### src/hdl/chip8_pkg.sv
// Shared types and constants for the CHIP-8 instruction core.
// Holds request, status and opcode group codes, the font table, and the
// command and status structs between the controller and the datapath.
package chip8_pkg;

    localparam int ADDR_W    = 12;
    localparam int ROW_W     = 64;
    localparam int FONT_BYTES = 80;

    localparam logic [ADDR_W-1:0] START_PC = 12'h200;
    localparam logic [ADDR_W-1:0] OP_CLS   = 12'h0E0;
    localparam logic [ADDR_W-1:0] OP_RET   = 12'h0EE;
    localparam logic [3:0]        FLAG_REG = 4'hF;

    // Request codes.
    localparam logic [1:0] REQ_LOAD = 2'd0;
    localparam logic [1:0] REQ_EXEC = 2'd1;
    localparam logic [1:0] REQ_ROW  = 2'd2;
    localparam logic [1:0] REQ_NONE = 2'd3;

    // Status codes.
    localparam logic [1:0] ST_OK    = 2'd0;
    localparam logic [1:0] ST_OVER  = 2'd1;
    localparam logic [1:0] ST_UNDER = 2'd2;
    localparam logic [1:0] ST_UNIMP = 2'd3;

    // Register file read selects.
    localparam logic [1:0] RSEL_X    = 2'd0;
    localparam logic [1:0] RSEL_Y    = 2'd1;
    localparam logic [1:0] RSEL_ZERO = 2'd2;

    // Opcode groups (top nibble).
    localparam logic [3:0] GRP_SYS    = 4'h0;
    localparam logic [3:0] GRP_JP     = 4'h1;
    localparam logic [3:0] GRP_CALL   = 4'h2;
    localparam logic [3:0] GRP_SE_I   = 4'h3;
    localparam logic [3:0] GRP_SNE_I  = 4'h4;
    localparam logic [3:0] GRP_SE_R   = 4'h5;
    localparam logic [3:0] GRP_LD_I   = 4'h6;
    localparam logic [3:0] GRP_ADD_I  = 4'h7;
    localparam logic [3:0] GRP_SNE_R  = 4'h9;
    localparam logic [3:0] GRP_LD_IDX = 4'hA;
    localparam logic [3:0] GRP_JP_V0  = 4'hB;
    localparam logic [3:0] GRP_RND    = 4'hC;
    localparam logic [3:0] GRP_DRW    = 4'hD;

    localparam logic [7:0] FONT [FONT_BYTES] = '{
        8'hF0, 8'h90, 8'h90, 8'h90, 8'hF0, 8'h20, 8'h60, 8'h20, 8'h20, 8'h70,
        8'hF0, 8'h10, 8'hF0, 8'h80, 8'hF0, 8'hF0, 8'h10, 8'hF0, 8'h10, 8'hF0,
        8'h90, 8'h90, 8'hF0, 8'h10, 8'h10, 8'hF0, 8'h80, 8'hF0, 8'h10, 8'hF0,
        8'hF0, 8'h80, 8'hF0, 8'h90, 8'hF0, 8'hF0, 8'h10, 8'h20, 8'h40, 8'h40,
        8'hF0, 8'h90, 8'hF0, 8'h90, 8'hF0, 8'hF0, 8'h90, 8'hF0, 8'h10, 8'hF0,
        8'hF0, 8'h90, 8'hF0, 8'h90, 8'h90, 8'hE0, 8'h90, 8'hE0, 8'h90, 8'hE0,
        8'hF0, 8'h80, 8'h80, 8'h80, 8'hF0, 8'hE0, 8'h90, 8'h90, 8'h90, 8'hE0,
        8'hF0, 8'h80, 8'hF0, 8'h80, 8'hF0, 8'hF0, 8'h80, 8'hF0, 8'h80, 8'h80
    };

    typedef struct packed {
        logic       accept;
        logic       mem_load;
        logic       fetch_hi;
        logic       fetch_lo;
        logic       cap_hi;
        logic       cap_lo;
        logic       frame_rd;
        logic [1:0] reg_sel;
        logic       cap_vx;
        logic       cap_vy;
        logic       exec;
        logic       mod_step;
        logic       draw_rd;
        logic       draw_wr;
        logic       finish;
    } c8_cmd_t;

    typedef struct packed {
        logic       clr_done;
        logic [1:0] req;
        logic [3:0] grp;
        logic       n_zero;
        logic       mod_done;
        logic       draw_last;
        logic       out_free;
    } c8_stat_t;

endpackage

### src/hdl/chip8_ctrl.sv
// Sequencing state machine of the CHIP-8 instruction core.
// Depends on chip8_pkg for the command and status structs and the codes.
module chip8_ctrl (
    input  logic                clk,
    input  logic                rst_n,
    input  logic                in_valid,
    output logic                in_ready,
    input  chip8_pkg::c8_stat_t stat,
    output chip8_pkg::c8_cmd_t  cmd
);
    import chip8_pkg::*;

    localparam logic [3:0] S_CLEAR = 4'd0;
    localparam logic [3:0] S_IDLE  = 4'd1;
    localparam logic [3:0] S_DISP  = 4'd2;
    localparam logic [3:0] S_LOAD  = 4'd3;
    localparam logic [3:0] S_ROWRD = 4'd4;
    localparam logic [3:0] S_FHI   = 4'd5;
    localparam logic [3:0] S_FLO   = 4'd6;
    localparam logic [3:0] S_DEC   = 4'd7;
    localparam logic [3:0] S_RDX   = 4'd8;
    localparam logic [3:0] S_RDY   = 4'd9;
    localparam logic [3:0] S_RD0   = 4'd10;
    localparam logic [3:0] S_EXEC  = 4'd11;
    localparam logic [3:0] S_MOD   = 4'd12;
    localparam logic [3:0] S_DRD   = 4'd13;
    localparam logic [3:0] S_DWR   = 4'd14;
    localparam logic [3:0] S_DONE  = 4'd15;

    logic [3:0] state_reg;
    logic [3:0] state_next;

    assign in_ready = (state_reg == S_IDLE);

    always_ff @(posedge clk or negedge rst_n)
    begin
        if (!rst_n)
        begin
            state_reg <= S_CLEAR;
        end
        else
        begin
            state_reg <= state_next;
        end
    end

    always_comb
    begin
        cmd        = '0;
        cmd.reg_sel = RSEL_X;
        state_next = state_reg;
        case (state_reg)
            S_CLEAR:
            begin
                if (stat.clr_done)
                begin
                    state_next = S_IDLE;
                end
            end
            S_IDLE:
            begin
                if (in_valid)
                begin
                    cmd.accept = 1'b1;
                    state_next = S_DISP;
                end
            end
            S_DISP:
            begin
                case (stat.req)
                    REQ_LOAD: state_next = S_LOAD;
                    REQ_EXEC: state_next = S_FHI;
                    REQ_ROW:  state_next = S_ROWRD;
                    default:  state_next = S_DONE;
                endcase
            end
            S_LOAD:
            begin
                cmd.mem_load = 1'b1;
                state_next   = S_DONE;
            end
            S_ROWRD:
            begin
                cmd.frame_rd = 1'b1;
                state_next   = S_DONE;
            end
            S_FHI:
            begin
                cmd.fetch_hi = 1'b1;
                state_next   = S_FLO;
            end
            S_FLO:
            begin
                cmd.fetch_lo = 1'b1;
                cmd.cap_hi   = 1'b1;
                state_next   = S_DEC;
            end
            S_DEC:
            begin
                cmd.cap_lo = 1'b1;
                state_next = S_RDX;
            end
            S_RDX:
            begin
                cmd.reg_sel = RSEL_X;
                state_next  = S_RDY;
            end
            S_RDY:
            begin
                cmd.reg_sel = RSEL_Y;
                cmd.cap_vx  = 1'b1;
                state_next  = S_RD0;
            end
            S_RD0:
            begin
                cmd.reg_sel = RSEL_ZERO;
                cmd.cap_vy  = 1'b1;
                state_next  = S_EXEC;
            end
            S_EXEC:
            begin
                cmd.exec = 1'b1;
                if (stat.grp == GRP_DRW && !stat.n_zero)
                begin
                    state_next = S_MOD;
                end
                else
                begin
                    state_next = S_DONE;
                end
            end
            S_MOD:
            begin
                cmd.mod_step = 1'b1;
                if (stat.mod_done)
                begin
                    state_next = S_DRD;
                end
            end
            S_DRD:
            begin
                cmd.draw_rd = 1'b1;
                state_next  = S_DWR;
            end
            S_DWR:
            begin
                cmd.draw_wr = 1'b1;
                if (stat.draw_last)
                begin
                    state_next = S_DONE;
                end
                else
                begin
                    state_next = S_DRD;
                end
            end
            S_DONE:
            begin
                if (stat.out_free)
                begin
                    cmd.finish = 1'b1;
                    state_next = S_IDLE;
                end
            end
            default:
            begin
                state_next = S_CLEAR;
            end
        endcase
    end

endmodule

### config.mk
export PLATFORM = sky130hd
export DESIGN_NAME = chip8_ctrl
export DESIGN_NICKNAME = d
export VERILOG_FILES = /design/src/hdl/chip8_pkg.sv /design/src/hdl/chip8_ctrl.sv
export SDC_FILE = /design/constraint.sdc
export NUM_CORES = 1
export LEC_CHECK = 0
export ABC_AREA = 1
export ABC_CLOCK_PERIOD_IN_PS = 1100
export BUFFER_PORTS_ARGS = -buffer_cell sky130_fd_sc_hd__buf_2
export CAP_MARGIN = 30
export CORE_MARGIN = 4
export CORE_UTILIZATION = 38
export DETAILED_ROUTE_END_ITERATION = 8
export GPL_TIMING_DRIVEN = 0
export HOLD_SLACK_MARGIN = 0.12
export PLACE_DENSITY = 0.8
export SYNTH_ARGS = -nofsm -noshare
export SYNTH_HDL_FRONTEND = slang
export SYNTH_SLANG_ARGS = --single-unit
### constraint.sdc
create_clock -name clk -period 1.1 [get_ports clk]
set_input_delay 0.275 -clock clk [delete_from_list [all_inputs] [get_ports clk]]
set_output_delay 0.275 -clock clk [all_outputs]
set_load 0.01 [all_outputs]
# After elaboration in Yosys (flattened, before gate mapping)
# Index checks and enable logic that the tools add are counted.
word_totals:
  mem_bits_ro: 0
  latch_bits: 0
  register_bits: 4
  output_inout_bits: 17
  ram_bits: 0
  memories: 0
classes:
  div_mod_pow: 0
  eq_ne: 22
  shift: 0
  magnitude_cmp: 0
  reduce_logical: 6
  bitwise_logic: 0
  n_mux: 24
  multipliers: 0
  n_addsub: 0
ops:
  columns: ["cell", "n"]
  rows:
  - ["4-bit one-hot mux with 15 select lines", 1]
  - ["4-bit equality test, second input constant", 9]
  - ["4-bit by 3-bit equality test with 1-bit output, second input constant", 4]
  - ["4-bit 2-to-1 mux", 4]
  - ["1-bit 2-to-1 mux", 14]
  - ["4-bit one-hot mux with 3 select lines", 1]
  - ["4-bit by 2-bit equality test with 1-bit output, second input constant", 2]
  - ["2-bit inequality test, second input constant", 4]
  - ["2-bit 2-to-1 mux", 3]
  - ["4-bit by 1-bit equality test with 1-bit output, second input constant", 1]
  - ["4-bit zero test", 1]
  - ["2-bit one-hot mux with 2 select lines", 1]
  - ["4-bit AND reduction", 1]
  - ["2-bit by 1-bit equality test with 1-bit output, second input constant", 1]
  - ["2-bit equality test, second input constant", 1]
  - ["2-bit zero test", 1]
  - ["2-bit OR reduction", 1]
  - ["1-bit logical AND", 1]
  - ["1-bit zero test", 1]

# Logic depth before layout (Yosys ltp)
# Gate-level depths: netlist of the first run.
logic_depth:
  word_depth: 4
  mapped_depth: 9

# Least setup slack after synthesis of the first run
# No wires, ideal clock.
synth_path:
  path_kind: "register to output"
  startpoint: "register state_reg[0]"
  endpoint: "output port cmd[7] (netlist bit)"
  required_time_ps: 825
  path_buffers: 1
  stages_incl_launch_ff: 6
  arrival_time_ps: 1010
  path_slack_ps: -185
  path_cell_list: "dfrtp_1 -> inv_1 -> nor2_1 -> inv_1 -> nor2_1 -> buf_4"
synth_rtl:
  columns: ["item", "line_no", "source"]
  rows:
  - ["start: declaration", "chip8_ctrl.sv:30", "logic [3:0] state_reg;"]
  - ["start signal: assignment", "chip8_ctrl.sv:43", "state_reg <= state_next;"]
  - ["end: declaration", "chip8_ctrl.sv:9", "output chip8_pkg::c8_cmd_t cmd"]

==> run_results.csv, run 1 <==
group,metric,value,unit
run_status,outcome,"finished with violations",
run_status,violations,"setup timing",
die,core_area,1330,um^2
final_layout,diodes,0,
global_routing,grt_max_degree,7,
final_layout,final_area,970,um^2
clock_network,cts_root_buf,"clkbuf_4",
sta,rsz0062_at_grt,"yes",
die,die_x,46.1,um
global_routing,grt_antenna_before_repair,0,
setup_path,cp_slowest_cell,"dfrtp_2",
synth,synthArstFlopShare,100,%
synth,synth_top_family_by_area,"simple AND/OR/NAND/NOR gates",
final_layout,nFillCells,108,
synth,synthCells,106,
synth,yosys.area.top_type,"nand2_1",
final_layout,drive_above_1_share,52.3,%
sta,final_max_slew_viol_count,0,
setup_path,critical_path_required,0.82,ns
hold_path,min_to,"state_reg[1]",
drt,drc,0,
hold_path,hp-class,"input port to flop",
setup_path,arrival,1.25,ns
final_layout,multi_input_area,412,um^2
clock_network,clock_latency,0.25,ns
sta,fin_hold_ws,0.349,ns
drt,ant_nets,0,
synth,ys_seq_area_share,18.1,%
placement,post-place-ws,-0.222,ns
sta,slew-limit-headroom,84.3,%
synth,syn_area,552,um^2
global_routing,grt_use_total,17.4,%
global_routing,grt_pass1_vias,685,
setup_path,crit_family,"flip-flops",
sta,setup_slack,-0.428,ns
placement,place.port_buffers,30,
setup_path,start_kind,"flop",
setup_path,slowest_delay,0.45,ns
sta,hold_viol,0,
power,cellLeakagePower,0.621,nW
synth,netlist.area_leader.share,24.5,%
sta,clock.fmax,654,MHz
placement,placed_area,769,um^2
hold_path,hold_depth,4,
placement,post-dp-hpwl,1240,um
synth,synth_cell_types,14,
synth,syn-num-nets,123,
clock_network,numCtsBuffers,3,
synth,synth-adder-area-share,6.80,%
synth,synth_warnings,0,
drt,dr.pass1.iters,4,
final_layout,largest_reg_flops,4,
drt,drt-initial-drc-count,10,
power,ir_drop,0.00142,V
hold_path,min-delay-start,"stat[0]",
synth,synthMostInstantiatedCell,"nand2_1",
clock_network,cts_tree,"done",
setup_path,cp_cell_sequence,"inv_2 > nor2_4 > inv_2 > nor2_4 > buf_6 > buf_6",
die,num_io_pins,31,
final_layout,nets,169,
die,dieHeight,46.1,um
synth,synth-simple-area-share,48.1,%
die,fp-row-count,13,
setup_path,worstSetupEndpointType,"primary output",
setup_path,critPathBufInv,4,
power,powerDensity,2730,nW/um^2
setup_path,r2r_end,"state_reg[0]",
die,design.die.area,2130,um^2
drt,avgRoutedWirePerCell,11.0,um
power,totalPowerFinal,2.64,mW
final_layout,area_delta_synth_final,75.7,%
placement,gp_congestion,0.832,
drt,wl,1820,um
sta,setup_viol,21,
global_routing,overflow,0,
clock_network,htree_levels,1,
sta,tightest_slew,0.236,ns
final_layout,layout.area.seq,105,um^2
synth,ys_seq_elements,4,
clock_network,cts_buffer_depth,2,
setup_path,cp_max_fo,5,
die,initial_core_util,41.4,%
clock_network,path_clk_slew,0.05,ns
synth,synthXorXnorAreaFrac,0,%
run,cap_violations,0,
synth,synth_edf_count,0,
sta,fin_crit,1.53,ns
setup_path,critical_path_class,"flop to primary output",
synth,synth.area.mux_share,0,%
synth,synth.top_cells.by_area,"nand2_1 24%, dfrtp_1 18%, inv_1 16%",
synth,syn_area_per_cell,5.21,um^2
drt,avgViaCountPerCell,4.72,
sta,period_share,139,%
global_routing,grt_pass1_wl,2700,um
drt,num_vias,784,
setup_path,regToRegStartpoint,"state_reg[0]",
setup_path,rr_worst_depth,8,
sta,skew,0.00874,ns
synth,synthFlopType,"dfrtp_1",
clock_network,numClockSinks,4,
synth,synth-compound-area-share,5.90,%
synth,synth_commonest_cells,"36 x nand2_1, 24 x inv_1, 20 x nor2_1, 6 x nand3_1, 4 x dfrtp_1",
setup_path,r2r_setup_slack,-0.23,ns
-- kinds of logic after synthesis --
kind of cell             Yosys count
AO/OA/AOI/OAI                      5
adder cells (fa/ha/maj)            3
buffers and inverters             28
flip-flops                         4
AND/OR/NAND/NOR                   66
-- metal layers --
layer	up-vias	global-route usage (%)	routed length, um
met1	353	20.6	717
met2	31	31.0	950
met5	-	0	0
met4	0	9.09	36
li1	396	-	-
met3	4	0.781	119
-- where the power goes --
group          internal (mW)  total, mW  switching, mW
combinational          0.850       1.97           1.12
sequential             0.251      0.459          0.208
clock                  0.137      0.216         0.0785
-- how the worst max path moves through the flow --
stage	from	to	cells past startpoint	slack (ns)
after detailed placement	state_reg[1]	cmd[12]	6	-0.22
after CTS	state_reg[0]	cmd[0]	5	-0.40
after global routing	state_reg[0]	cmd[7]	6	-0.47
after floorplan	state_reg[3]	state_reg[3]	7	-0.06
final	state_reg[0]	cmd[7]	6	-0.43
after global placement	state_reg[1]	cmd[12]	6	-0.20
-- timing repair --
item                                   4_1_cts  5_1_grt
resized for setup                           19        9
endpoints found under the hold margin        4        0
hold buffers                                 1        0
setup buffers                                8        2
pin swaps                                    4        4
setup endpoints to repair                   21       21
-- stage by stage --
| stage | instances | utilization (%) | setup TNS, ns |
|---|---|---|---|
| 5_1_grt | 166 | 72.7 | -8.56 |
| 4_1_cts | 164 | 69.6 | -6.77 |
| 3_3_place_gp | 151 | 57.7 | -2.88 |
| 3_5_place_dp | 151 | 57.7 | -3.32 |
| 6_report | 166 | 72.7 | -7.35 |
| 2_1_floorplan | 106 | - | -0.458 |
-- placed cells by master (no fill, tap or decap) --
master         netlist  routed
dfrtp_2              0       4
nand3_1              6       5
buf_6                0       9
nand2_4              0       2
clkbuf_4             0       3
nor2_2               2       3
buf_4                3      10
inv_2                1       7
nand2_1             36      29
inv_4                0       3
nor2_1              20      14
o21ai_1              1       1
inv_1               24      15
dlygate4sd3_1        0       1
o21ai_2              2       3
nor2_4               0       5
buf_2                0      24
nor3_1               1       1
o21ai_0              2       1
clkbuf_1             0       1
ha_1                 3       3
nand3_2              0       1
nand3b_1             1       1
nand2_2              0       5
-- cell type report --
| cell class | instances | area share (%) |
|---|---|---|
| timing repair buffer | 41 | 28.1 |
| inverter | 25 | 10.5 |
| multi-input combinational | 74 | 42.5 |
| clock buffer | 4 | 2.71 |
| sequential | 4 | 10.8 |
| tap | 15 | 1.94 |
| buffer | 3 | 3.48 |
-- tightest hold or removal path: stages --
cell and delay, ns:
buf_2 0.07, inv_1 0.06, nand3_2 0.09, nand2_1 0.05
Power figures use the tool's default switching activity.
==> run 2, diff against run 1 <==
--- a/config.mk
+++ b/config.mk
@@ -6,15 +6,15 @@
 export NUM_CORES = 1
 export LEC_CHECK = 0
 export ABC_AREA = 1
-export ABC_CLOCK_PERIOD_IN_PS = 1100
+export ABC_CLOCK_PERIOD_IN_PS = 1800
 export BUFFER_PORTS_ARGS = -buffer_cell sky130_fd_sc_hd__buf_2
 export CAP_MARGIN = 30
-export CORE_MARGIN = 4
-export CORE_UTILIZATION = 38
+export CORE_AREA = 4 4 41 43
 export DETAILED_ROUTE_END_ITERATION = 8
+export DIE_AREA = 0 0 45 47
 export GPL_TIMING_DRIVEN = 0
 export HOLD_SLACK_MARGIN = 0.12
-export PLACE_DENSITY = 0.8
+export PLACE_DENSITY = 0.83
 export SYNTH_ARGS = -nofsm -noshare
 export SYNTH_HDL_FRONTEND = slang
 export SYNTH_SLANG_ARGS = --single-unit
==> constraint.sdc (replaced) <==
create_clock -name clk -period 1.8 [get_ports clk]
set_input_delay 0.45 -clock clk [delete_from_list [all_inputs] [get_ports clk]]
set_output_delay 0.45 -clock clk [all_outputs]
set_load 0.01 [all_outputs]
==> run 2 against run 1 <==
The run now ends clean. Combinational power down 58%. Critical path type unchanged. Register-to-register slack gained 0.70 ns. First-iteration DRC count up 110%. Sequential share of layout area is 2.5 points higher. Core utilization is 14 points lower. Largest power group unchanged. Wire length down 24%.
==> run_results.csv, run 2 (synthesis results as in run 1) <==
group,metric,value,unit
drt,wl,1380,um
hold_path,hp-class,"input port to flop",
setup_path,critPathBufInv,3,
run_status,outcome,"completed",
drt,ant_nets,0,
setup_path,arrival,1.30,ns
final_layout,nets,159,
run,cap_violations,0,
global_routing,grt_antenna_before_repair,0,
die,initial_core_util,42.4,%
power,cellLeakagePower,0.565,nW
hold_path,hold_depth,4,
placement,dp.cells,151,
setup_path,r2r_setup_slack,0.47,ns
setup_path,cp_cell_sequence,"nor2_1 > nand2_1 > inv_1 > buf_4 > buf_2",
global_routing,grt_pass1_wl,2180,um
sta,hold_viol,0,
die,die_x,45,um
hold_path,min-delay-start,"in_valid",
setup_path,r2r_end,"state_reg[2]",
placement,post-dp-hpwl,1130,um
clock_network,cts_tree,"done",
clock_network,htree_levels,1,
clock_network,numCtsBuffers,3,
setup_path,worstSetupEndpointType,"primary output",
setup_path,slowest_delay,0.44,ns
drt,num_vias,706,
sta,clock.fmax,572,MHz
power,totalPowerFinal,1.17,mW
setup_path,crit_family,"flip-flops",
sta,period_share,97.2,%
drt,dr.pass1.iters,4,
sta,fin_hold_ws,0.522,ns
placement,gp_congestion,0.839,
sta,skew,0.00707,ns
sta,setup_viol,0,
setup_path,critical_path_required,1.35,ns
drt,drt-initial-drc-count,21,
power,ir_drop,0.000834,V
drt,drc,0,
final_layout,fin_cells,155,
setup_path,cp_slowest_cell,"dfrtp_2",
setup_path,critical_path_class,"flop to primary output",
global_routing,overflow,0,
drt,avgViaCountPerCell,4.55,
power,powerDensity,1520,nW/um^2
final_layout,largest_reg_flops,4,
setup_path,cp_num_cells,5,
final_layout,diodes,0,
hold_path,min_to,"state_reg[0]",
clock_network,clock_latency,0.24,ns
sta,slew-limit-headroom,79.1,%
clock_network,cts_root_buf,"clkbuf_4",
sta,fin_crit,1.75,ns
final_layout,layout_commonest_cell,"nand2_1",
die,num_io_pins,31,
setup_path,regToRegStartpoint,"state_reg[0]",
final_layout,final_cell_mix,"36 x nand2_1, 30 x buf_2, 24 x inv_1",
global_routing,grt_max_degree,8,
clock_network,numClockSinks,4,
die,fp-row-count,13,
die,design.die.area,2120,um^2
sta,final_max_slew_viol_count,0,
setup_path,cp_max_fo,7,
sta,tightest_slew,0.312,ns
clock_network,post_cts_buffers,0,
placement,placed_area,721,um^2
final_layout,final_area,768,um^2
final_layout,nFillCells,147,
global_routing,grt_use_total,14.1,%
global_routing,grt_pass1_vias,547,
final_layout,area_delta_synth_final,39.2,%
die,dieHeight,47,um
drt,avgRoutedWirePerCell,8.93,um
final_layout,utilization,59.0,%
setup_path,rr_worst_depth,6,
placement,place.port_buffers,30,
clock_network,path_clk_slew,0.04,ns
die,core_area,1300,um^2
setup_path,start_kind,"flop",
clock_network,cts_buffer_depth,2,
sta,rsz0062_at_grt,"yes",
final_layout,drive_above_1_share,32.9,%
==> run 2: stage by stage <==
stage,setup TNS (ns),worst slack (ns)
2_1_floorplan,0,0.340
3_3_place_gp,0,0.268
3_5_place_dp,0,0.234
4_1_cts,0,0.0196
5_1_grt,-0.118,-0.0511
6_report,0,0.0505
==> run 2: final cells by class <==
class	instances	area [um^2]	share of cell area [%]
flip-flops and latches	4	103	13.4
multi-input cells	74	348	45.3
clock buffers	3	22.5	2.93
inverters	25	93.8	12.2
well taps	15	18.8	2.44
plain buffers	3	22.5	2.93
repair buffers	31	160	20.8
==> run 2: tightest hold or removal path, delay by kind of cell <==
family | cells | cell delay (ns)
buf+inv | 2 | 0.15
compound gates | 1 | 0.08
simple gates | 1 | 0.05
==> run 2: per-layer routing <==
layer / global-route usage [%] / up-vias / routed length, um
met5: 0 / - / 0
met1: 18.1 / 302 / 544
li1: - / 377 / -
met3: 1.15 / 2 / 115
met4: 7.02 / 0 / 25
met2: 23.7 / 25 / 700
==> run 2: worst max-delay path by stage <==
| stage | startpoint | end | slack, ns |
|---|---|---|---|
| after floorplan | state_reg[0] | cmd[7] | 0.34 |
| after global placement | state_reg[1] | cmd[12] | 0.27 |
| after detailed placement | state_reg[1] | cmd[12] | 0.23 |
| after CTS | state_reg[3] | cmd[12] | 0.02 |
| after global routing | state_reg[2] | cmd[8] | -0.05 |
| final | state_reg[3] | cmd[12] | 0.05 |
==> run 2: what timing repair did <==
action                                 4_1_cts  5_1_grt
hold buffers                                 1        0
endpoints found under the hold margin        4        0
setup endpoints to repair                    2        6
gates resized for setup                      2        4
==> run 2: report_power, final <==
part	switching [mW]	leakage (nW)	internal, mW
sequential	0.0727	0.0458	0.149
combinational	0.531	0.505	0.300
clock	0.0382	0.0138	0.0746
==> run 3, diff against run 2 <==
--- a/config.mk
+++ b/config.mk
@@ -7,7 +7,7 @@
 export LEC_CHECK = 0
 export ABC_AREA = 1
 export ABC_CLOCK_PERIOD_IN_PS = 1800
-export BUFFER_PORTS_ARGS = -buffer_cell sky130_fd_sc_hd__buf_2
+export BUFFER_PORTS_ARGS = -buffer_cell sky130_fd_sc_hd__buf_4
 export CAP_MARGIN = 30
 export CORE_AREA = 4 4 41 43
 export DETAILED_ROUTE_END_ITERATION = 8
==> run 3 against run 2 <==
Core utilization increased by 5.2 points. Hold slack worse by 0.012 ns. Global-route usage up 0.32 points.
==> run_results.csv, run 3 (synthesis results as in run 1) <==
group,metric,value,unit
run_status,outcome,"completed",
setup_path,cp_max_fo,7,
sta,clock.fmax,571,MHz
power,power_frac_comb,73.8,%
drt,drc,0,
final_layout,diodes,0,
setup_path,cp_cell_sequence,"nand2_1 > inv_1 > nand2_1 > inv_1 > buf_4 > buf_4",
drt,ant_nets,0,
sta,fin_crit,1.75,ns
power,pwr-share-seq,17.2,%
drt,avgViaCountPerCell,4.46,
sta,rsz0062_at_grt,"yes",
global_routing,overflow,0,
clock_network,numCtsBuffers,3,
power,cellLeakagePower,0.577,nW
final_layout,nets,159,
drt,dr.pass1.iters,4,
power,ir_drop,0.000857,V
drt,num_vias,691,
setup_path,arrival,1.30,ns
placement,post-dp-hpwl,1160,um
clock_network,cts_root_buf,"clkbuf_4",
die,num_io_pins,31,
placement,gp_congestion,0.845,
die,core_area,1300,um^2
drt,wl,1450,um
global_routing,grt_max_degree,8,
die,design.die.area,2120,um^2
global_routing,grt_pass1_wl,2260,um
die,die_x,45,um
setup_path,critical_path_class,"flop to primary output",
final_layout,largest_reg_flops,4,
clock_network,clock_latency,0.23,ns
placement,post-place-ws,0.246,ns
global_routing,grt_antenna_before_repair,0,
placement,dp.cells,151,
final_layout,utilization,64.2,%
clock_network,cts_tree,"done",
sta,fin_hold_ws,0.510,ns
sta,tightest_slew,0.276,ns
setup_path,slowest_delay,0.44,ns
power,net-switching-power,0.645,mW
clock_network,cts_buffer_depth,2,
sta,final_max_slew_viol_count,0,
drt,avgRoutedWirePerCell,9.35,um
drt,drt-initial-drc-count,10,
sta,slew-limit-headroom,81.5,%
sta,hold_viol,0,
final_layout,drive_above_1_share,31.4,%
die,initial_core_util,42.4,%
final_layout,area_delta_synth_final,51.5,%
die,dieHeight,47,um
die,fp-row-count,13,
setup_path,critical_path_required,1.35,ns
final_layout,fin_cells,155,
clock_network,post_cts_buffers,0,
power,power_frac_clock,8.9,%
sta,setup_viol,0,
sta,setup_slack,0.0486,ns
global_routing,grt_pass1_vias,595,
power,switching_share,53.1,%
hold_path,hp-class,"input port to flop",
final_layout,final_cell_mix,"36 x nand2_1, 33 x buf_4, 24 x inv_1",
placement,place.port_buffers,30,
sta,skew,0.00165,ns
final_layout,layout_commonest_cell,"nand2_1",
global_routing,grt_use_total,14.4,%
power,intPower,0.569,mW
setup_path,worstSetupEndpointType,"primary output",
setup_path,cp_slowest_cell,"dfrtp_1",
run,cap_violations,0,
clock_network,numClockSinks,4,
clock_network,htree_levels,1,
power,powerDensity,1450,nW/um^2
clock_network,path_clk_slew,0.04,ns
sta,period_share,97.3,%
setup_path,start_kind,"flop",
==> run 3: cell counts in the layout (fill, tap and decap cells not counted) <==
No cell type changed its count.
==> run 3: final cells by class <==
| cell class | instances | area [um^2] |
|---|---|---|
| multi-input cells | 74 | 343 |
| flip-flops and latches | 4 | 100 |
| repair buffers | 31 | 235 |
| clock buffers | 3 | 22.5 |
| well taps | 15 | 18.8 |
| plain buffers | 3 | 22.5 |
| inverters | 25 | 93.8 |
| fillers | 132 | 465 |
==> run 3: timing repair <==
action                                  in CTS  in global routing
hold buffers                                 1                  0
endpoints found under the setup margin       1                  5
gates resized for setup                      1                  2
hold endpoints to repair                     4                  0
==> run 3: stage by stage <==
| step | setup TNS (ns) | area [um^2] | power [mW] |
|---|---|---|---|
| after global routing | -0.235 | 836 | 1.35 |
| final | 0 | 836 | 1.21 |
| after CTS | 0 | 831 | 1.21 |
| after detailed placement | 0 | 796 | 1.07 |
| after global placement | 0 | 796 | 1.06 |
| after floorplan | 0 | 552 | 0.785 |
==> run 3: routing by layer <==
metal,global-route usage (%),share of wire [%],vias to the layer above
met1,15.1,39,297
met3,1.92,5.6,2
li1,-,-,374
met5,0,0,-
met4,5.26,1.4,0
met2,28.8,54,18
==> run 3: path summary, 6_finish.rpt <==
path                              start            to  slack (ns)  cells after the start
max in group asynchronous         rst_n  state_reg[0]        1.15                      2
hold / removal                 in_valid  state_reg[0]        0.51                      4
min in group asynchronous         rst_n  state_reg[3]        0.55                      2
setup reg to reg           state_reg[3]  state_reg[3]        0.42                      6
hold reg to reg            state_reg[3]  state_reg[2]        0.70                      2
setup / recovery           state_reg[3]        cmd[8]        0.05                      6
==> run 3: worst max-delay path, delay by kind of cell (launching register included) <==
kind / cells / cell delay [ns]
buffers and inverters: 4 / 0.36
flip-flops: 1 / 0.44
AND/OR/NAND/NOR: 2 / 0.26
==> run 3: power groups by stage <==
stage                     sequential (mW)  combinational [mW]  clock, mW
after floorplan                     0.193               0.592          0
after global placement              0.204               0.856          0
after detailed placement            0.204               0.864          0
after CTS                           0.206               0.889      0.113
after global routing                0.220                1.02      0.117
final                               0.209               0.895      0.109
